[src/design/hswc_pkg.sv]
package hswc_pkg;

  localparam int SEQ_BITS_DEF       = 16;
  localparam int CHALLENGE_BITS_DEF = 32;
  localparam int RES_Q_DEPTH        = 4;

  localparam logic [3:0]  RETRY_LIMIT_RST = 4'd5;
  localparam logic [15:0] ACK_TIMEOUT_RST = 16'd5000;

  typedef enum logic [2:0] {
    KIND_OPEN,
    KIND_CLOSE,
    KIND_ACTION,
    KIND_RX,
    KIND_TICK
  } kind_t;

  typedef enum logic [1:0] {
    PKT_CONNECT,
    PKT_STATUS,
    PKT_ACTION,
    PKT_CLOSE
  } pkt_t;

  typedef enum logic [1:0] {
    LINK_DOWN,
    LINK_HANDSHAKE,
    LINK_UP
  } link_t;

  typedef enum logic [1:0] {
    OUTC_NONE,
    OUTC_ACKED,
    OUTC_FUTURE,
    OUTC_EXHAUSTED
  } outcome_t;

  typedef enum logic {
    CFG_RETRY_LIMIT,
    CFG_ACK_TIMEOUT
  } cfg_idx_t;

  // Fixed-width part of one result; seq and payload travel beside it.
  typedef struct packed {
    logic       send_valid;
    logic [7:0] send_dest;
    pkt_t       send_type;
    logic       send_syn;
    logic       send_ack;
    outcome_t   outcome;
    link_t      link_state;
    logic       last;
  } meta_t;

  typedef struct packed {
    logic en;
    logic two;
  } push_t;

  function automatic meta_t mk_meta(logic valid, logic [7:0] dest, pkt_t ptype, logic syn,
                                    logic ack, outcome_t outc);
    meta_t m;
    m            = '0;
    m.send_valid = valid;
    m.send_dest  = dest;
    m.send_type  = ptype;
    m.send_syn   = syn;
    m.send_ack   = ack;
    m.outcome    = outc;
    return m;
  endfunction

endpackage

[src/design/hswc_core.sv]
module hswc_core #(
  parameter int SEQ_BITS       = hswc_pkg::SEQ_BITS_DEF,
  parameter int CHALLENGE_BITS = hswc_pkg::CHALLENGE_BITS_DEF
) (
  input  logic                      clk,
  input  logic                      rst_n,
  input  logic                      cfg_we,
  input  logic                      cfg_index,
  input  logic [15:0]               cfg_data,
  input  logic                      acc,
  input  logic [2:0]                kind,
  input  logic [7:0]                peer_id,
  input  logic [7:0]                action_code,
  input  logic [1:0]                rx_type,
  input  logic                      rx_syn,
  input  logic                      rx_ack,
  input  logic                      rx_nak,
  input  logic [SEQ_BITS-1:0]       rx_seq,
  input  logic [CHALLENGE_BITS-1:0] rx_challenge,
  output hswc_pkg::meta_t           res0_meta,
  output logic [SEQ_BITS-1:0]       res0_seq,
  output logic [CHALLENGE_BITS-1:0] res0_payload,
  output hswc_pkg::meta_t           res1_meta,
  output logic [SEQ_BITS-1:0]       res1_seq,
  output logic [CHALLENGE_BITS-1:0] res1_payload,
  output logic                      two_res
);

  logic [3:0]          retry_limit_r;
  logic [15:0]         ack_timeout_r;

  hswc_pkg::link_t     link_mode_r, link_mode_nxt;
  logic [7:0]          peer_addr_r, peer_addr_nxt;
  logic [SEQ_BITS-1:0] next_seq_r, next_seq_nxt;
  logic                awaiting_r, awaiting_nxt;
  logic [3:0]          attempts_r, attempts_nxt;
  logic [15:0]         timer_r, timer_nxt;
  logic                ack_seen_r, ack_seen_nxt;
  logic [SEQ_BITS-1:0] ack_max_r, ack_max_nxt;
  logic [7:0]          pending_r, pending_nxt;

  logic                dec_en;
  logic [SEQ_BITS-1:0] dec_v;
  logic [SEQ_BITS-1:0] folded_max;
  logic [15:0]         timer_inc;
  logic [3:0]          att_inc;
  hswc_pkg::meta_t     m0, m1;

  always_comb begin
    link_mode_nxt = link_mode_r;
    peer_addr_nxt = peer_addr_r;
    next_seq_nxt  = next_seq_r;
    awaiting_nxt  = awaiting_r;
    attempts_nxt  = attempts_r;
    timer_nxt     = timer_r;
    ack_seen_nxt  = ack_seen_r;
    ack_max_nxt   = ack_max_r;
    pending_nxt   = pending_r;
    m0            = '0;
    m1            = '0;
    res0_seq      = '0;
    res0_payload  = '0;
    res1_seq      = '0;
    res1_payload  = '0;
    two_res       = 1'b0;
    dec_en        = 1'b0;
    dec_v         = '0;
    folded_max    = (!ack_seen_r || rx_seq > ack_max_r) ? rx_seq : ack_max_r;
    timer_inc     = (timer_r != 16'hFFFF) ? timer_r + 16'd1 : timer_r;
    att_inc       = (attempts_r != 4'hF) ? attempts_r + 4'd1 : attempts_r;

    case (hswc_pkg::kind_t'(kind))
      hswc_pkg::KIND_OPEN: begin
        if (link_mode_r == hswc_pkg::LINK_DOWN) begin
          peer_addr_nxt = peer_id;
          link_mode_nxt = hswc_pkg::LINK_HANDSHAKE;
          next_seq_nxt  = SEQ_BITS'(1);
          m0 = hswc_pkg::mk_meta(1'b1, peer_id, hswc_pkg::PKT_CONNECT, 1'b1, 1'b0,
                                 hswc_pkg::OUTC_NONE);
        end
      end
      hswc_pkg::KIND_CLOSE: begin
        if (link_mode_r != hswc_pkg::LINK_DOWN) begin
          m0 = hswc_pkg::mk_meta(1'b1, peer_addr_r, hswc_pkg::PKT_CLOSE, 1'b0, 1'b0,
                                 hswc_pkg::OUTC_NONE);
          res0_seq      = next_seq_r;
          link_mode_nxt = hswc_pkg::LINK_DOWN;
          next_seq_nxt  = '0;
          peer_addr_nxt = '0;
          awaiting_nxt  = 1'b0;
          attempts_nxt  = '0;
          timer_nxt     = '0;
        end
      end
      hswc_pkg::KIND_ACTION: begin
        if (!awaiting_r) begin
          pending_nxt  = action_code;
          awaiting_nxt = 1'b1;
          attempts_nxt = '0;
          timer_nxt    = '0;
          m0 = hswc_pkg::mk_meta(1'b1, peer_addr_r, hswc_pkg::PKT_ACTION, 1'b0, 1'b0,
                                 hswc_pkg::OUTC_NONE);
          res0_seq     = next_seq_r;
          res0_payload = CHALLENGE_BITS'(action_code);
          // no retransmissions allowed: give up immediately
          if (retry_limit_r == 4'd0) begin
            two_res = 1'b1;
            if (link_mode_r != hswc_pkg::LINK_DOWN) begin
              m1 = hswc_pkg::mk_meta(1'b1, peer_addr_r, hswc_pkg::PKT_CLOSE, 1'b0, 1'b0,
                                     hswc_pkg::OUTC_EXHAUSTED);
              res1_seq = next_seq_r;
            end else begin
              m1 = hswc_pkg::mk_meta(1'b0, 8'd0, hswc_pkg::PKT_CONNECT, 1'b0, 1'b0,
                                     hswc_pkg::OUTC_EXHAUSTED);
            end
            link_mode_nxt = hswc_pkg::LINK_DOWN;
            next_seq_nxt  = '0;
            peer_addr_nxt = '0;
            awaiting_nxt  = 1'b0;
            attempts_nxt  = '0;
            timer_nxt     = '0;
          end
        end
      end
      hswc_pkg::KIND_RX: begin
        case (hswc_pkg::pkt_t'(rx_type))
          hswc_pkg::PKT_CONNECT: begin
            if (link_mode_r == hswc_pkg::LINK_HANDSHAKE && rx_syn && rx_ack) begin
              m0 = hswc_pkg::mk_meta(1'b1, peer_addr_r, hswc_pkg::PKT_CONNECT, 1'b0, 1'b1,
                                     hswc_pkg::OUTC_NONE);
              res0_payload  = ~rx_challenge;
              link_mode_nxt = hswc_pkg::LINK_UP;
            end
          end
          hswc_pkg::PKT_STATUS: begin
            if (!rx_nak) begin
              ack_max_nxt  = folded_max;
              ack_seen_nxt = 1'b1;
              dec_en       = awaiting_r;
              dec_v        = folded_max;
            end
          end
          hswc_pkg::PKT_CLOSE: begin
            link_mode_nxt = hswc_pkg::LINK_DOWN;
            next_seq_nxt  = '0;
            peer_addr_nxt = '0;
            awaiting_nxt  = 1'b0;
            attempts_nxt  = '0;
            timer_nxt     = '0;
          end
          default: begin
          end
        endcase
      end
      hswc_pkg::KIND_TICK: begin
        if (awaiting_r) begin
          if (ack_seen_r) begin
            dec_en = 1'b1;
            dec_v  = ack_max_r;
          end else begin
            timer_nxt = timer_inc;
            // timeout counts as an ack of zero
            if (timer_inc >= ack_timeout_r) begin
              dec_en = 1'b1;
              dec_v  = '0;
            end
          end
        end
      end
      default: begin
      end
    endcase

    if (dec_en) begin
      ack_seen_nxt = 1'b0;
      ack_max_nxt  = '0;
      if (dec_v > next_seq_r) begin
        m0 = hswc_pkg::mk_meta(link_mode_r != hswc_pkg::LINK_DOWN, peer_addr_r,
                               (link_mode_r != hswc_pkg::LINK_DOWN) ? hswc_pkg::PKT_CLOSE
                                                                    : hswc_pkg::PKT_CONNECT,
                               1'b0, 1'b0, hswc_pkg::OUTC_FUTURE);
        if (link_mode_r == hswc_pkg::LINK_DOWN) m0.send_dest = '0;
        res0_seq      = (link_mode_r != hswc_pkg::LINK_DOWN) ? next_seq_r : '0;
        link_mode_nxt = hswc_pkg::LINK_DOWN;
        next_seq_nxt  = '0;
        peer_addr_nxt = '0;
        awaiting_nxt  = 1'b0;
        attempts_nxt  = '0;
        timer_nxt     = '0;
      end else if (dec_v == next_seq_r) begin
        next_seq_nxt = next_seq_r + SEQ_BITS'(1);
        awaiting_nxt = 1'b0;
        attempts_nxt = '0;
        timer_nxt    = '0;
        m0 = hswc_pkg::mk_meta(1'b0, 8'd0, hswc_pkg::PKT_CONNECT, 1'b0, 1'b0,
                               hswc_pkg::OUTC_ACKED);
      end else begin
        // retransmit
        m0 = hswc_pkg::mk_meta(1'b1, peer_addr_r, hswc_pkg::PKT_ACTION, 1'b0, 1'b0,
                               hswc_pkg::OUTC_NONE);
        res0_seq     = next_seq_r;
        res0_payload = CHALLENGE_BITS'(pending_r);
        attempts_nxt = att_inc;
        timer_nxt    = '0;
        if (att_inc >= retry_limit_r) begin
          two_res = 1'b1;
          if (link_mode_r != hswc_pkg::LINK_DOWN) begin
            m1 = hswc_pkg::mk_meta(1'b1, peer_addr_r, hswc_pkg::PKT_CLOSE, 1'b0, 1'b0,
                                   hswc_pkg::OUTC_EXHAUSTED);
            res1_seq = next_seq_r;
          end else begin
            m1 = hswc_pkg::mk_meta(1'b0, 8'd0, hswc_pkg::PKT_CONNECT, 1'b0, 1'b0,
                                   hswc_pkg::OUTC_EXHAUSTED);
          end
          link_mode_nxt = hswc_pkg::LINK_DOWN;
          next_seq_nxt  = '0;
          peer_addr_nxt = '0;
          awaiting_nxt  = 1'b0;
          attempts_nxt  = '0;
          timer_nxt     = '0;
        end
      end
    end

    m0.link_state = link_mode_nxt;
    m1.link_state = link_mode_nxt;
    m0.last       = !two_res;
    m1.last       = 1'b1;
    res0_meta     = m0;
    res1_meta     = m1;
  end

  always_ff @(posedge clk) begin
    if (!rst_n) begin
      retry_limit_r <= hswc_pkg::RETRY_LIMIT_RST;
      ack_timeout_r <= hswc_pkg::ACK_TIMEOUT_RST;
    end else if (cfg_we) begin
      case (hswc_pkg::cfg_idx_t'(cfg_index))
        hswc_pkg::CFG_RETRY_LIMIT: retry_limit_r <= cfg_data[3:0];
        hswc_pkg::CFG_ACK_TIMEOUT: ack_timeout_r <= cfg_data;
        default: begin
        end
      endcase
    end
  end

  always_ff @(posedge clk) begin
    if (!rst_n) begin
      link_mode_r <= hswc_pkg::LINK_DOWN;
      peer_addr_r <= '0;
      next_seq_r  <= '0;
      awaiting_r  <= 1'b0;
      attempts_r  <= '0;
      timer_r     <= '0;
      ack_seen_r  <= 1'b0;
      ack_max_r   <= '0;
      pending_r   <= '0;
    end else if (acc) begin
      link_mode_r <= link_mode_nxt;
      peer_addr_r <= peer_addr_nxt;
      next_seq_r  <= next_seq_nxt;
      awaiting_r  <= awaiting_nxt;
      attempts_r  <= attempts_nxt;
      timer_r     <= timer_nxt;
      ack_seen_r  <= ack_seen_nxt;
      ack_max_r   <= ack_max_nxt;
      pending_r   <= pending_nxt;
    end
  end

endmodule

[src/design/hswc_resq.sv]
module hswc_resq #(
  parameter int DW = 8
) (
  input  logic           clk,
  input  logic           rst_n,
  input  hswc_pkg::push_t push,
  input  logic [DW-1:0]  wr0,
  input  logic [DW-1:0]  wr1,
  input  logic           pop,
  output logic           full2,
  output logic           rd_valid,
  output logic [DW-1:0]  rd_data
);

  localparam int DEPTH = hswc_pkg::RES_Q_DEPTH;
  localparam int PW    = $clog2(DEPTH);
  localparam int CW    = $clog2(DEPTH + 1);

  logic [DW-1:0] mem_r [DEPTH];
  logic [PW-1:0] wp_r, wp_nxt;
  logic [PW-1:0] rp_r, rp_nxt;
  logic [CW-1:0] cnt_r, cnt_nxt;
  logic [CW-1:0] n_push;
  logic          do_pop;

  assign rd_valid = (cnt_r != '0);
  assign rd_data  = mem_r[rp_r];
  // room for a two-result item is required before taking any item
  assign full2    = (cnt_r > CW'(DEPTH - 2));
  assign do_pop   = pop && rd_valid;

  always_comb begin
    n_push  = push.en ? (push.two ? CW'(2) : CW'(1)) : '0;
    wp_nxt  = wp_r + PW'(n_push);
    rp_nxt  = do_pop ? rp_r + PW'(1) : rp_r;
    cnt_nxt = cnt_r + n_push - CW'(do_pop);
  end

  always_ff @(posedge clk) begin
    if (push.en) begin
      mem_r[wp_r] <= wr0;
      if (push.two) mem_r[wp_r + PW'(1)] <= wr1;
    end
  end

  always_ff @(posedge clk) begin
    if (!rst_n) begin
      wp_r  <= '0;
      rp_r  <= '0;
      cnt_r <= '0;
    end else begin
      wp_r  <= wp_nxt;
      rp_r  <= rp_nxt;
      cnt_r <= cnt_nxt;
    end
  end

endmodule

[src/design/handshake_stop_and_wait_client.sv]
// Results: an event's results enter the result queue when the event transfers; the second
//   result of a two-result event follows the first out of the queue.
// Throughput: one event per cycle, bounded by one result per cycle from the 4-entry queue
//   while out_stall is low; the input stalls while fewer than two queue slots are free.
// Reset: synchronous active-low rst_n clears link state, empties the queue and restores
//   retry_limit = 5 and ack_timeout_ticks = 5000.
module handshake_stop_and_wait_client #(
  parameter int SEQ_BITS       = hswc_pkg::SEQ_BITS_DEF,
  parameter int CHALLENGE_BITS = hswc_pkg::CHALLENGE_BITS_DEF
) (
  input  logic                      clk,
  input  logic                      rst_n,
  input  logic                      cfg_we,
  input  logic                      cfg_index,
  input  logic [15:0]               cfg_data,
  input  logic                      in_valid,
  output logic                      in_stall,
  input  logic [2:0]                in_kind,
  input  logic [7:0]                in_peer_id,
  input  logic [7:0]                in_action_code,
  input  logic [1:0]                in_rx_type,
  input  logic                      in_rx_syn,
  input  logic                      in_rx_ack,
  input  logic                      in_rx_nak,
  input  logic [SEQ_BITS-1:0]       in_rx_seq,
  input  logic [CHALLENGE_BITS-1:0] in_rx_challenge,
  output logic                      out_valid,
  input  logic                      out_stall,
  output logic                      out_send_valid,
  output logic [7:0]                out_send_dest,
  output logic [1:0]                out_send_type,
  output logic                      out_send_syn,
  output logic                      out_send_ack,
  output logic [SEQ_BITS-1:0]       out_send_seq,
  output logic [CHALLENGE_BITS-1:0] out_send_payload,
  output logic [1:0]                out_outcome,
  output logic [1:0]                out_link_state,
  output logic                      out_last
);

  localparam int DW = $bits(hswc_pkg::meta_t) + SEQ_BITS + CHALLENGE_BITS;

  logic                      acc;
  hswc_pkg::meta_t           r0_meta, r1_meta, q_meta;
  logic [SEQ_BITS-1:0]       r0_seq, r1_seq;
  logic [CHALLENGE_BITS-1:0] r0_pay, r1_pay;
  logic                      two_res;
  hswc_pkg::push_t           push;
  logic [DW-1:0]             q_data;

  assign acc      = in_valid && !in_stall;
  assign push.en  = acc;
  assign push.two = two_res;

  hswc_core #(
    .SEQ_BITS       (SEQ_BITS),
    .CHALLENGE_BITS (CHALLENGE_BITS)
  ) u_core (
    .clk          (clk),
    .rst_n        (rst_n),
    .cfg_we       (cfg_we),
    .cfg_index    (cfg_index),
    .cfg_data     (cfg_data),
    .acc          (acc),
    .kind         (in_kind),
    .peer_id      (in_peer_id),
    .action_code  (in_action_code),
    .rx_type      (in_rx_type),
    .rx_syn       (in_rx_syn),
    .rx_ack       (in_rx_ack),
    .rx_nak       (in_rx_nak),
    .rx_seq       (in_rx_seq),
    .rx_challenge (in_rx_challenge),
    .res0_meta    (r0_meta),
    .res0_seq     (r0_seq),
    .res0_payload (r0_pay),
    .res1_meta    (r1_meta),
    .res1_seq     (r1_seq),
    .res1_payload (r1_pay),
    .two_res      (two_res)
  );

  hswc_resq #(
    .DW (DW)
  ) u_resq (
    .clk      (clk),
    .rst_n    (rst_n),
    .push     (push),
    .wr0      ({r0_meta, r0_seq, r0_pay}),
    .wr1      ({r1_meta, r1_seq, r1_pay}),
    .pop      (!out_stall),
    .full2    (in_stall),
    .rd_valid (out_valid),
    .rd_data  (q_data)
  );

  assign {q_meta, out_send_seq, out_send_payload} = q_data;

  assign out_send_valid = q_meta.send_valid;
  assign out_send_dest  = q_meta.send_dest;
  assign out_send_type  = q_meta.send_type;
  assign out_send_syn   = q_meta.send_syn;
  assign out_send_ack   = q_meta.send_ack;
  assign out_outcome    = q_meta.outcome;
  assign out_link_state = q_meta.link_state;
  assign out_last       = q_meta.last;

endmodule

[config.mk]
export PLATFORM = sky130hd
export DESIGN_NAME = handshake_stop_and_wait_client
export DESIGN_NICKNAME = d
export VERILOG_FILES = /design/src/design/hswc_pkg.sv /design/src/design/hswc_core.sv /design/src/design/hswc_resq.sv /design/src/design/handshake_stop_and_wait_client.sv
export SDC_FILE = /design/constraint.sdc
export NUM_CORES = 1
export LEC_CHECK = 0
export BUFFER_PORTS_ARGS = -buffer_cell sky130_fd_sc_hd__buf_2
export CAP_MARGIN = 20
export CORE_ASPECT_RATIO = 0.6
export CORE_MARGIN = 2
export CORE_UTILIZATION = 52
export CTS_CLUSTER_DIAMETER = 50
export DETAILED_ROUTE_END_ITERATION = 8
export PLACE_DENSITY_LB_ADDON = 0.08
export SLEW_MARGIN = 20
export SYNTH_ARGS = -nofsm -noshare
export SYNTH_HDL_FRONTEND = slang
export SYNTH_HIERARCHICAL = 1
export SYNTH_SLANG_ARGS = --single-unit
[constraint.sdc]
create_clock -name clk -period 7.8 [get_ports clk]
set_input_delay 1.56 -clock clk [delete_from_list [all_inputs] [get_ports clk]]
set_output_delay 1.56 -clock clk [all_outputs]
set_load 0.01 [all_outputs]
# Yosys cells after proc, flatten, opt, wreduce, memory -nomap -nowiden
# Memories as Yosys holds them, arrays and structs flattened. A register that Yosys moved wholly into a read port is not among the register bits.
# Index checks and enable logic that the tools add are counted.
word_totals:
  regBits: 99
  latchBits: 0
  ram_bits: 264
  mem_bits_ro: 0
  memories: 1
memory_table:
  columns: ["memory", "depth", "width", "rd", "rd_clocked_by_memory_dff", "write_ports", "line_no", "rtl"]
  rows:
  - ["u_resq.mem_r", 4, 66, 1, 1, 2, "hswc_resq.sv:19", "logic [DW-1:0] mem_r [DEPTH];"]
classes:
  addsub: 8
  multipliers: 0
  n_div: 0
  order_cmp: 5
  eq_ne: 16
  n_shift: 0
  muxes: 133
  bitwise_logic: 3
  reduce_logical: 25
op_table:
  columns: ["op", "n"]
  rows:
  - ["$mux 16", 38]
  - ["$mux 18", 16]
  - ["$mux 32", 5]
  - ["$pmux 16 s4", 2]
  - ["$mux 8", 11]
  - ["$pmux 18 s4", 1]
  - ["$pmux 16 s2", 2]
  - ["$pmux 32 s2", 1]
  - ["$add 16x1->16 const B", 2]
  - ["$gt 16x16->1", 2]
  - ["$mux 4", 8]
  - ["$not 32->32", 1]
  - ["$pmux 8 s4", 1]
  - ["$mux 1", 29]
  - ["$mux 2", 13]
  - ["$eq 16x16->1", 1]
  - ["$ge 16x16->1", 1]
  - ["$ne 16x16->1 const B", 1]
  - ["$pmux 4 s3", 1]
  - ["$pmux 2 s4", 1]
  - ["$reduce_and 7->1", 1]
  - ["$eq 3x2->1 const B", 2]
  - ["$ne 3x1->1 const B", 2]
  - ["$ne 3x3->1 const B", 2]
  - ["other kinds (33)", 46]

# Longest topological paths before layout
# Gate-level depths: netlist (run 1).
depth:
  depth_word: 14
  ltp_mapped: 28
  ltp_nobuf: 25

# Modules after synthesis
# Netlist (run 1), hierarchy kept.
modules_own_cells:
  columns: ["module", "instances", "cells_per_inst", "area_per_inst_um2", "seq_area_each_um2"]
  rows:
  - ["hswc_resq", 1, 691, 13158.9, 8107.8]
  - ["hswc_core", 1, 1058, 7634.8, 1841.8]
  - ["handshake_stop_and_wait_client", 1, 2, 17.5, 0.0]

# Worst setup path after synthesis (run 1)
# OpenSTA, ideal clock, no wires.
synth_timing:
  path_kind: "input-to-reg"
  startpoint: "input in_rx_seq[9]"
  endpoint: "memory u_resq/mem_r[2][0] (netlist bit) (enable)"
  arrival_ps: 7821
  path_slack_ps: -519
  stages: 20
  n_path_buf: 4
  cell_sequence: "ha_1 a211oi_1 o21ai_0 o211ai_1 and2_1 and3_1 clkbuf_1 nor2_1 clkbuf_1 o211ai_1 ha_1 and4_1 nand4_1 or2_2 clkbuf_1 o2111ai_2 nand2_1 clkbuf_2 a21oi_1 nor2b_1"
synth_rtl:
  columns: ["element", "line_no", "rtl"]
  rows:
  - ["start, declared", "handshake_stop_and_wait_client.sv:25", "input logic [SEQ_BITS-1:0] in_rx_seq,"]
  - ["end, declared", "hswc_resq.sv:19", null]

# Worst setup path in the final report (run 1)
layout_timing:
  startpoint: "input in_rx_seq[9]"
  endpoint: "register u_resq.cnt_r[2]"
layout_between:
  elab_chain_cells: 14
layout_lines:
  columns: ["element", "line_no", "rtl"]
  rows:
  - ["$gt 16x16->1", "hswc_core.sv:68", "folded_max = (!ack_seen_r || rx_seq > ack_max_r) ? rx_seq : ack_max_r;"]
  - ["$logic_or 1x1->1", "hswc_core.sv:68", null]
  - ["$mux 16 (*)", "hswc_core.sv:68", null]
  - ["$mux 16 (*)", "hswc_core.sv:136", "if (!rx_nak) begin"]
  - ["$mux 16 (*)", "hswc_core.sv:126", "case (hswc_pkg::pkt_t'(rx_type))"]
  - ["$pmux 16 s2 (*)", "hswc_core.sv:72", "case (hswc_pkg::kind_t'(kind))"]
  - ["branches (longest 2 deep; another with $gt 16x16->1)", null, null]
  - ["$mux 1 (*)", "hswc_core.sv:177", "if (dec_v > next_seq_r) begin"]
  - ["$mux 1 (*)", "hswc_core.sv:174", "if (dec_en) begin"]
  - ["named net two_res", "handshake_stop_and_wait_client.sv:47", "logic two_res;"]
  - ["$mux 2 (*)", "hswc_resq.sv:33", "n_push = push.en ? (push.two ? CW'(2) : CW'(1)) : '0;"]
  - ["$mux 3 (*)", "hswc_resq.sv:33", null]
  - ["$add 3x3->3 (*)", "hswc_resq.sv:36", "cnt_nxt = cnt_r + n_push - CW'(do_pop);"]
  - ["$sub 3x1->3 (*)", "hswc_resq.sv:36", null]
  - ["end signal, assigned", "hswc_resq.sv:54", "cnt_r <= cnt_nxt;"]
  - ["end, declared", "hswc_resq.sv:22", "logic [CW-1:0] cnt_r, cnt_nxt;"]
# Mark *: on every way through the listed nets, which the timed path passes.
# A chain may end at the register's enable or synchronous reset.

==> qor_table.md, run 1 <==
| Item | This run | Unit |
|---|---|---|
| Peak ir drop on the vdd network | 0.152 | mV |
| Nature of the critical path startpoint | primary input | - |
| Sw frac | 28.0 | % |
| Largest driver fanout on the critical path | 17 | - |
| Overall routing resource usage | 24.4 | % |
| Data required time of the worst path | 8.23 | ns |
| Source of the worst hold timing path | u_core/ack_timeout_r[14] | - |
| Clock Path Buffers | 3 | - |
| DP Cell Count | 2349 | - |
| Count of final setup violators | 0 | - |
| Vias in the first global route | 14144 | - |
| Power per standard cell area | 230 | nW/um2 |
| Count of final max-slew check failures | 0 | - |
| CP peak stage delay | 0.49 | ns |
| Count of mapped cells out of synthesis | 1751 | - |
| Status | completed | - |
| R2R depth | 22 | - |
| Mapped Area | 20800 | um2 |
| Layout Cell Area excl Fill | 23200 | um2 |
| Share of cells above drive strength 1 | 30.1 | % |
| Clock tree root driver cell | clkbuf_16 | - |
| Count of endpoints failing hold in the final timing report | 0 | - |
| Arrival time at the worst endpoint | 7.21 | ns |
| Area Growth Syn to Fin | 11.2 | % |
| Ports placed on the boundary | 162 | - |
| # nets final | 2025 | - |
| Max H-tree Level | 2 | - |
| Fin crit period | 6.77 | ns |
| Slew Limit Headroom | 29.2 | % |
| Static power due to leakage | 0.00868 | uW |
| Power share of the clock group | 34.9 | % |
| Standard-cell row count | 56 | - |
| Cell repeated most along the worst path | ha_1 | - |
| Placement Cell Area | 21900 | um2 |
| Starting density of the core | 53.0 | % |
| Area inside the core boundary | 39200 | um2 |
| Type of the worst setup path | in2reg | - |
| Final weighted congestion in routability-driven placement | 0.866 | - |
| Number of vias after detailed routing | 14321 | - |
| Number of warning messages in the yosys log | 6 | - |
| CTS tree | built | - |
| Clk sink count | 365 | - |
| Internal power | 3840 | uW |
| CP Launch Point | in_rx_seq[9] | - |
| Final period util | 86.8 | % |
| Total clock buffers created by CTS | 39 | - |
| Max-capacitance violation count | 0 | - |
| Pin count of the biggest net entering global routing | 66 | - |
| Die ar. | 41700 | um2 |
| Worst-case setup slack after placement | 0.579 | ns |
| Post-CTS repair timing setup buffer count | 0 | - |
| Share of synthesized area occupied by flip-flops and latches | 47.8 | % |
| Post-Route Skew | 0.0184 | ns |
| Number of distinct library cell variants in the gate-level netlist after synthesis | 82 | - |
| Via-per-instance ratio | 5.91 | - |
| Post-route insts no fill | 2422 | - |
| Mean instance size in the synthesized netlist | 11.9 | um2 |
| Antenna violations before repair | 2 | - |
| Die Span Y | 159 | um |
| Count of flip-flops with a built-in enable after synthesis | 264 | - |
| Yosys reg bits | 365 | - |
| Remaining design rule violation count | 0 | - |
| Kind of capture point of the worst setup path | register | - |
| Avg WL per Cell | 21.2 | um |
| Wire length of the first global-routing pass | 81300 | um |
| Number of I/O port buffers | 161 | - |
| Quantity of gates resized following cts | 0 | - |
| WL final | 51300 | um |
| Final worst setup slack | 1.03 | ns |
| Transition time of the tightest slew-check pin | 1.05 | ns |
| Post-cts hold buffer count | 0 | - |
| F_max | 0.148 | GHz |
| RSZ-0062 raised after global routing | false | - |
| Half-perimeter wire length of the detailed placement result | 33800 | um |
| Async set or reset register ratio after synthesis | 0 | % |
| Number of routed nets with antenna violations | 0 | - |
| Die X | 262 | um |
| Net switching power | 1490 | uW |
| Slowest cell on the critical path | nor2_1 | - |
| TritonRoute pass-1 iters | 5 | - |
| Type of the tightest min-delay check | reg2reg | - |
| Clk Latency, worst-skew pair | 0.55 | ns |
| Sequential Power Share | 44.3 | % |
| Origin of the critical flop-to-flop path | u_core/ack_seen_r | - |
| Clock slew at reported path FFs | 0.06 | ns |
| Dominant synthesized flop cell | edfxtp_1 | - |
| Sum of internal, switching and leakage power | 5330 | uW |
| Relative contribution of combinational cells to total power | 20.7 | % |
| GRT overflow | 0 | - |
| Cells on Worst Hold Path | 2 | - |
| Count of routing violations after the opening detailed-route iteration | 1216 | - |
==> metrics by stage <==
stage          setup TNS [ns]  utilization (%)  hold WS [ns]
2_1_floorplan          -49.23                -         0.436
5_1_grt                     0             59.0         0.479
3_3_place_gp                0             55.7         0.443
3_5_place_dp                0             55.7         0.448
4_1_cts                     0             59.0         0.456
6_report                    0             59.0         0.453
==> logic make-up after synthesis <==
group	Yosys count	synth area share, %
xor+xnor	12	0.505
flops	365	47.8
simple gates	481	11.5
mux	333	21.6
compound gates	268	9.11
fa+ha+maj	63	3.82
other cells	2	0.0361
buf+inv	227	5.63
==> Yosys cell counts (all sizes together) (21+ instances only) <==
cell type	count	area, um2
nand3	91	460
nand4	44	275
ha	62	776
dfxtp	101	2020
mux2	265	2980
edfxtp	264	7930
inv	75	282
nor2	105	413
mux4	66	1490
a21oi	74	382
nand2	125	469
a31oi	21	153
o211ai	34	269
and2	38	238
o21ai	43	223
buf	104	709
clkbuf	46	174
==> power by group through the flow <==
stage	logic, uW	registers (uW)	clock network (uW)
6_report	1110	2360	1860
5_1_grt	1190	2390	1980
4_1_cts	1120	2370	1910
3_5_place_dp	1120	2410	0
3_3_place_gp	1120	2400	0
2_1_floorplan	752	2350	0
==> critical path: cells and delay by family <==
kind	cells	cell delay, ns
XOR/XNOR	2	0.28
AO/OA/AOI/OAI	8	1.32
AND/OR/NAND/NOR	7	2.09
buffers and inverters	4	0.55
adder cells (fa/ha/maj)	5	1.38
==> per-layer routing <==
layer	wire length (um)	GRT usage, %	part of all wire (%)	up-vias
li1	-	-	-	6818
met1	24900	37.4	49	7032
met2	22600	36.7	44	403
met3	2810	3.67	5.5	68
met4	983	5.68	1.9	0
met5	0	0	0	-
==> final timing paths <==
path | to | slack [ns]
worst max-delay path | u_resq/cnt_r[2] | 1.03
worst min-delay path | u_core/ack_timeout_r[14] | 0.45
worst max register to register | u_resq/cnt_r[2] | 1.64
worst min register to register | u_core/ack_timeout_r[14] | 0.45
==> cells in the final DEF, fill, tap and decap left out, types with 7 or more instances in the layout <==
master / synthesis / final
a31oi_1: 19 / 19
clkinv_1: 2 / 9
nor3_1: 15 / 15
ha_1: 62 / 62
xnor2_1: 8 / 8
clkbuf_16: 0 / 40
a22o_1: 9 / 9
and3_1: 14 / 14
a21oi_1: 71 / 71
o22ai_1: 9 / 9
o2111ai_1: 7 / 7
nor2b_1: 13 / 12
and2_1: 37 / 36
mux2_2: 215 / 215
nand2_1: 125 / 125
dfxtp_1: 101 / 99
o21ai_0: 36 / 36
inv_1: 75 / 75
nand3_1: 90 / 88
edfxtp_1: 264 / 264
mux2_1: 50 / 50
and4_1: 8 / 8
a21o_1: 8 / 8
clkbuf_1: 45 / 7
mux4_2: 66 / 66
o21a_1: 13 / 13
nand2b_1: 8 / 8
buf_2: 39 / 161
a32o_1: 8 / 8
nand4_1: 44 / 44
buf_4: 50 / 29
nor2_1: 103 / 101
o211ai_1: 33 / 33
conb_1: 2 / 35
==> flip-flops by register name, indices dropped and copies added, names as in the netlist, named ones only <==
register	cells
u_core/next_seq_r	16
u_core/retry_limit_r	4
u_resq/wp_r	2
u_core/ack_timeout_r	16
u_core/ack_seen_r	1
u_core/pending_r	8
u_core/ack_max_r	16
u_resq/rp_r	2
u_resq/cnt_r	3
u_core/attempts_r	4
u_core/awaiting_r	1
u_core/link_mode_r	2
u_resq/mem_r	264
u_core/peer_addr_r	8
u_core/timer_r	16
==> final cells by class <==
type | count | area [um2]
Tap cell | 522 | 653
Fill cell | 3276 | 16100
Sequential cell | 365 | 9960
Antenna cell | 1 | 2.50
Clock buffer | 50 | 1070
Inverter | 77 | 289
Multi-Input combinational cell | 1192 | 9890
Clock inverter | 22 | 210
Timing Repair Buffer | 193 | 1080
Power figures use the tool's default switching activity.
==> run 2: changes to the inputs <==
--- a/config.mk
+++ b/config.mk
@@ -7,12 +7,15 @@
 export LEC_CHECK = 0
 export BUFFER_PORTS_ARGS = -buffer_cell sky130_fd_sc_hd__buf_2
 export CAP_MARGIN = 20
+export CELL_PAD_IN_SITES_DETAIL_PLACEMENT = 0
+export CELL_PAD_IN_SITES_GLOBAL_PLACEMENT = 1
 export CORE_ASPECT_RATIO = 0.6
 export CORE_MARGIN = 2
-export CORE_UTILIZATION = 52
+export CORE_UTILIZATION = 45
 export CTS_CLUSTER_DIAMETER = 50
 export DETAILED_ROUTE_END_ITERATION = 8
 export PLACE_DENSITY_LB_ADDON = 0.08
+export SKIP_LAST_GASP = 1
 export SLEW_MARGIN = 20
 export SYNTH_ARGS = -nofsm -noshare
 export SYNTH_HDL_FRONTEND = slang
==> qor_table.md, run 2 (synthesis results as in run 1) <==
| Item | This run | Unit |
|---|---|---|
| Status | completed | - |
| Power per standard cell area | 233 | nW/um2 |
| Slowest cell on the critical path | buf_4 | - |
| Placement Cell Area | 22000 | um2 |
| Avg WL per Cell | 21.7 | um |
| Max H-tree Level | 2 | - |
| Arrival time at the worst endpoint | 7.03 | ns |
| Sum of internal, switching and leakage power | 5450 | uW |
| Ports placed on the boundary | 162 | - |
| F_max | 0.148 | GHz |
| Final period util | 86.4 | % |
| Remaining design rule violation count | 0 | - |
| Setup slack of the most critical reg-to-reg path | 1.74 | ns |
| Pin count of the biggest net entering global routing | 66 | - |
| Die ar. | 48000 | um2 |
| Total clock buffers created by CTS | 42 | - |
| Setup crit end | u_resq/mem_r[1][38] | - |
| Peak ir drop on the vdd network | 0.129 | mV |
| Reg-to-reg endpoint | u_resq/mem_r[1][38] | - |
| Max reg flops | 264 | - |
| RSZ-0062 raised after global routing | false | - |
| Overall routing resource usage | 22.9 | % |
| CP Launch Point | in_rx_seq[1] | - |
| Number of vias after detailed routing | 14540 | - |
| Series of cell instances along the critical path | buf_2 > ha_1 > nor2b_1 > o21a_1 > o21a_1 > o21ai_0 > nand3_1 > buf_4 > nand4_1 > o211ai_1 > ha_1 > a21oi_1 > a311oi_1 > o21ai_0 > and3_1 > o2111ai_2 > nand2_1 > nand2_1 > nor3_4 > buf_4 > mux2_2 | - |
| Wire length of the first global-routing pass | 85000 | um |
| Die X | 282 | um |
| Antenna violations before repair | 1 | - |
| Vias in the first global route | 14082 | - |
| Transition time of the tightest slew-check pin | 0.958 | ns |
| Register ranked first by flip-flop count | u_resq/mem_r | - |
| Share of cells above drive strength 1 | 30.3 | % |
| Final weighted congestion in routability-driven placement | 0.806 | - |
| Quantity of gates resized following cts | 0 | - |
| Largest driver fanout on the critical path | 39 | - |
| TritonRoute pass-1 iters | 5 | - |
| CTS tree | built | - |
| Nature of the critical path startpoint | primary input | - |
| Fin crit period | 6.74 | ns |
| Clock Path Buffers | 3 | - |
| Type of the tightest min-delay check | reg2reg | - |
| Post-Route Skew | 0.0122 | ns |
| Worst Hold Slack | 0.454 | ns |
| Die Span Y | 171 | um |
| Clk Latency, worst-skew pair | 0.54 | ns |
| Count of endpoints failing hold in the final timing report | 0 | - |
| Layout Cell Area excl Fill | 23400 | um2 |
| Clock slew at reported path FFs | 0.06 | ns |
| Area Growth Syn to Fin | 12.4 | % |
| Count of final setup violators | 0 | - |
| Most common library cell in the layout ignoring fill and taps | edfxtp_1 | - |
| Count of final max-slew check failures | 0 | - |
| Clock tree root driver cell | clkbuf_16 | - |
| Data required time of the worst path | 8.09 | ns |
| Post-cts hold buffer count | 0 | - |
| Slew Limit Headroom | 35.9 | % |
| Via-per-instance ratio | 5.75 | - |
| # nets final | 2032 | - |
| Final setup TNS | 0 | ns |
| Max-capacitance violation count | 0 | - |
| Static power due to leakage | 0.00875 | uW |
| Area inside the core boundary | 45200 | um2 |
| CP peak stage delay | 0.58 | ns |
| Clk sink count | 365 | - |
| GRT overflow | 0 | - |
| Count of routing violations after the opening detailed-route iteration | 1189 | - |
| Standard-cell row count | 60 | - |
| Number of routed nets with antenna violations | 0 | - |
| Origin of the critical flop-to-flop path | u_core/ack_seen_r | - |
| Number of I/O port buffers | 161 | - |
| Starting density of the core | 46.0 | % |
| WL final | 54900 | um |
| Half-perimeter wire length of the detailed placement result | 36200 | um |
| R2R depth | 17 | - |
| Commonest cells after routing, fill and taps aside | edfxtp_1 (264), mux2_2 (215), buf_2 (161) | - |
| Type of the worst setup path | in2reg | - |
| Post-CTS repair timing setup buffer count | 0 | - |
| Kind of capture point of the worst setup path | register | - |
[run 2: cell types whose count changed in the layout (fill, tap and decap cells not counted), moves of 2 or more]
cell       before  now
buf_12          3    5
clkbuf_1        7   11
clkbuf_16      40   43
clkbuf_8        3    6
clkinv_1        9    5
clkinv_4        1    3
inv_6           2    4
nor4_2          2    4
nor4_4          2    0
[run 2: through the flow]
stage,instances,setup WS [ns],utilization [%]
after detailed placement,2450,0.609,48.7
final,2529,1.06,51.8
after global routing,2528,0.699,51.7
after floorplan,1784,-0.373,-
after global placement,2449,0.797,48.7
after CTS,2527,1.17,51.7
[run 2: where the power goes]
part | leakage [uW] | total, uW | internal (uW) | switching, uW
Clock | 0.000665 | 1960 | 1150 | 819
Combinational | 0.00482 | 1120 | 496 | 626
Sequential | 0.00327 | 2370 | 2270 | 101
[run 2: worst min-delay path by stage]
stage | start | to | cells after the start | slack [ns]
global route | u_core/ack_timeout_r[5] | u_core/ack_timeout_r[5] | 2 | 0.48
CTS | u_core/pending_r[2] | u_core/pending_r[2] | 2 | 0.46
finish | u_core/pending_r[2] | u_core/pending_r[2] | 2 | 0.45
floorplan | u_core/ack_timeout_r[10] | u_core/ack_timeout_r[10] | 2 | 0.44
global placement | u_core/pending_r[6] | u_core/pending_r[6] | 2 | 0.44
detailed placement | u_core/pending_r[6] | u_core/pending_r[6] | 2 | 0.45
[run 2: area by class of cell]
class | instances | area [um2]
Tap cell | 620 | 776
Timing Repair Buffer | 197 | 1140
Antenna cell | 1 | 2.50
Clock inverter | 17 | 160
Clock buffer | 60 | 1200
Inverter | 77 | 289
Sequential cell | 365 | 9960
Multi-Input combinational cell | 1192 | 9870
Fill cell | 4078 | 21800
[run 2: metal layers]
metal  global-route usage (%)  up-vias  part of all wire, %
met5                        0        -                0.029
met4                     4.05        2                  1.4
met3                     3.40       55                  5.7
met2                     32.8      418                   42
met1                     36.5     7235                   51
li1                         -     6830                    -
[run 2: worst max-delay path: cells and delay by family]
family / cells / cell delay (ns)
buf+inv: 3 / 1.09
compound gates: 8 / 1.34
mux: 1 / 0.42
fa+ha+maj: 2 / 0.62
simple gates: 7 / 1.94
==> run 3: changes to the inputs <==
--- a/config.mk
+++ b/config.mk
@@ -15,6 +15,7 @@
 export CTS_CLUSTER_DIAMETER = 50
 export DETAILED_ROUTE_END_ITERATION = 8
 export PLACE_DENSITY_LB_ADDON = 0.08
+export RECOVER_POWER = 25
 export SKIP_LAST_GASP = 1
 export SLEW_MARGIN = 20
 export SYNTH_ARGS = -nofsm -noshare
==> qor_table.md, run 3 (synthesis results as in run 1) <==
| Item | This run | Unit |
|---|---|---|
| Status | finished, violations left | - |
| Violated checks | capacitance limit, slew limit | - |
| Most common library cell in the layout ignoring fill and taps | edfxtp_1 | - |
| Met3 wirelength from detailed routing | 3280 | um |
| Metal2 WL | 22900 | um |
| Post-CTS repair timing setup buffer count | 0 | - |
| Largest driver fanout on the critical path | 24 | - |
| Number of fill cells in the layout | 4120 | - |
| Die Span Y | 171 | um |
| Clock slew at reported path FFs | 0.06 | ns |
| Post-cts hold buffer count | 0 | - |
| Nature of the critical path startpoint | primary input | - |
| Area inside the core boundary | 45200 | um2 |
| Half-perimeter wire length of the detailed placement result | 36200 | um |
| Area Growth Syn to Fin | 11.5 | % |
| Peak ir drop on the vdd network | 0.127 | mV |
| Final worst setup slack | 0.887 | ns |
| Max-capacitance violation count | 6 | - |
| Via-per-instance ratio | 5.73 | - |
| Clk Latency, worst-skew pair | 0.55 | ns |
| Final standard cell utilization of the core | 51.3 | % |
| Max reg flops | 264 | - |
| Count of routing violations after the opening detailed-route iteration | 1171 | - |
| Sum of internal, switching and leakage power | 5420 | uW |
| Share of cells above drive strength 1 | 26.1 | % |
| Number of vias after detailed routing | 14496 | - |
| Final weighted congestion in routability-driven placement | 0.806 | - |
| Number of I/O port buffers | 161 | - |
| # nets final | 2032 | - |
| Count of final setup violators | 0 | - |
| Remaining design rule violation count | 0 | - |
| Die ar. | 48000 | um2 |
| Overall routing resource usage | 22.9 | % |
| Worst-case setup slack after placement | 0.609 | ns |
| Type of the tightest min-delay check | reg2reg | - |
| Clock Path Buffers | 3 | - |
| Post-Route Skew | 0.0129 | ns |
| Pin count of the biggest net entering global routing | 66 | - |
| Vias in the first global route | 14082 | - |
| GRT overflow | 0 | - |
| Slew Limit Headroom | -99.0 | % |
| Wire length the detailed router placed on met1 | 27900 | um |
| Setup slack of the most critical reg-to-reg path | 1.48 | ns |
| Uppermost layer routed | met5 | - |
| Avg WL per Cell | 21.7 | um |
| Antenna violations before repair | 1 | - |
| Layout Cell Area excl Fill | 23200 | um2 |
| WL final | 54900 | um |
| F_max | 0.145 | GHz |
| CTS tree | built | - |
| Transition time of the tightest slew-check pin | 2.98 | ns |
| Kind of capture point of the worst setup path | register | - |
| Type of the worst setup path | in2reg | - |
| TritonRoute pass-1 iters | 7 | - |
| Placement Cell Area | 22000 | um2 |
| Final period util | 88.6 | % |
| Clock tree root driver cell | clkbuf_16 | - |
| Fin crit period | 6.91 | ns |
| Commonest cells after routing, fill and taps aside | edfxtp_1 (264), mux2_2 (215), nand2_1 (125) | - |
| Count of final max-slew check failures | 195 | - |
| Count of endpoints failing hold in the final timing report | 0 | - |
| Arrival time at the worst endpoint | 7.20 | ns |
| Die X | 282 | um |
| Clk sink count | 365 | - |
| Data required time of the worst path | 8.09 | ns |
| Starting density of the core | 46.0 | % |
| Worst Hold Slack | 0.454 | ns |
| RSZ-0062 raised after global routing | false | - |
| Wire length of the first global-routing pass | 85000 | um |
| Standard-cell row count | 60 | - |
| Total clock buffers created by CTS | 42 | - |
| Register ranked first by flip-flop count | u_resq/mem_r | - |
| Quantity of gates resized following cts | 0 | - |
| Ports placed on the boundary | 162 | - |
| Max H-tree Level | 2 | - |
| Static power due to leakage | 0.00853 | uW |
| Number of routed nets with antenna violations | 0 | - |
| Power per standard cell area | 233 | nW/um2 |
## run 3: cell types whose count changed in the layout (fill, tap and decap cells not counted), moves of 2 or more
cell	before	now
and2_0	1	3
and2_1	36	34
buf_2	161	94
buf_4	30	24
clkbuf_1	11	83
nand3_1	88	90
o21ai_0	36	39
o21ai_1	5	3
## run 3: layout make-up
| class | count | area (um2) | area share, % |
|---|---|---|---|
| flip-flops and latches | 365 | 9950 | 42.9 |
| multi-input cells | 1192 | 9790 | 42.2 |
| clock buffers | 60 | 1200 | 5.17 |
| repair buffers | 197 | 1030 | 4.44 |
| well taps | 620 | 776 | 3.34 |
| inverters | 77 | 289 | 1.25 |
| clock inverters | 17 | 160 | 0.690 |
| diodes | 1 | 2.50 | 0.0108 |
## run 3: worst paths after layout
kind / start / to / cells after the start
min: u_core/pending_r[2] / u_core/pending_r[2] / 2
max: in_rx_seq[1] / u_resq/mem_r[2][28] / 20
min reg2reg: u_core/pending_r[2] / u_core/pending_r[2] / 2
max reg2reg: u_core/timer_r[7] / u_resq/cnt_r[2] / 23
## run 3: per-layer routing
| metal | vias to the layer above | GRT usage, % |
|---|---|---|
| met5 | - | 0 |
| met4 | 2 | 4.05 |
| met3 | 57 | 3.40 |
| met2 | 456 | 32.8 |
| met1 | 7146 | 36.5 |
| li1 | 6835 | - |
## run 3: critical path, cell delays in order
cell and delay (ns):
clkbuf_1 0.11, ha_1 0.30, nor2b_1 0.13, o21a_1 0.16, o21a_1 0.16, o21ai_0 0.21
nand3_1 0.46, clkbuf_1 0.48, nand4_1 0.22, o211ai_1 0.15, ha_1 0.32, and3_1 0.18
nand4_1 0.17, or2_2 0.18, clkbuf_1 0.91, o211ai_4 0.46, nand2b_1 0.19, buf_4 0.35
nor2_1 0.15, mux2_1 0.31
## run 3: power breakdown
part / switching [uW] / leakage, uW / internal, uW
registers: 101 / 0.00327 / 2270
logic: 628 / 0.00459 / 456
clock network: 819 / 0.000665 / 1150
total: 1550 / 0.00853 / 3870
## run 3: metrics by stage
stage	std cells	TNS, ns
global placement	2449	0
CTS	2527	0
detailed placement	2450	0
global route	2528	0
floorplan	1784	-49.23
finish	2529	0
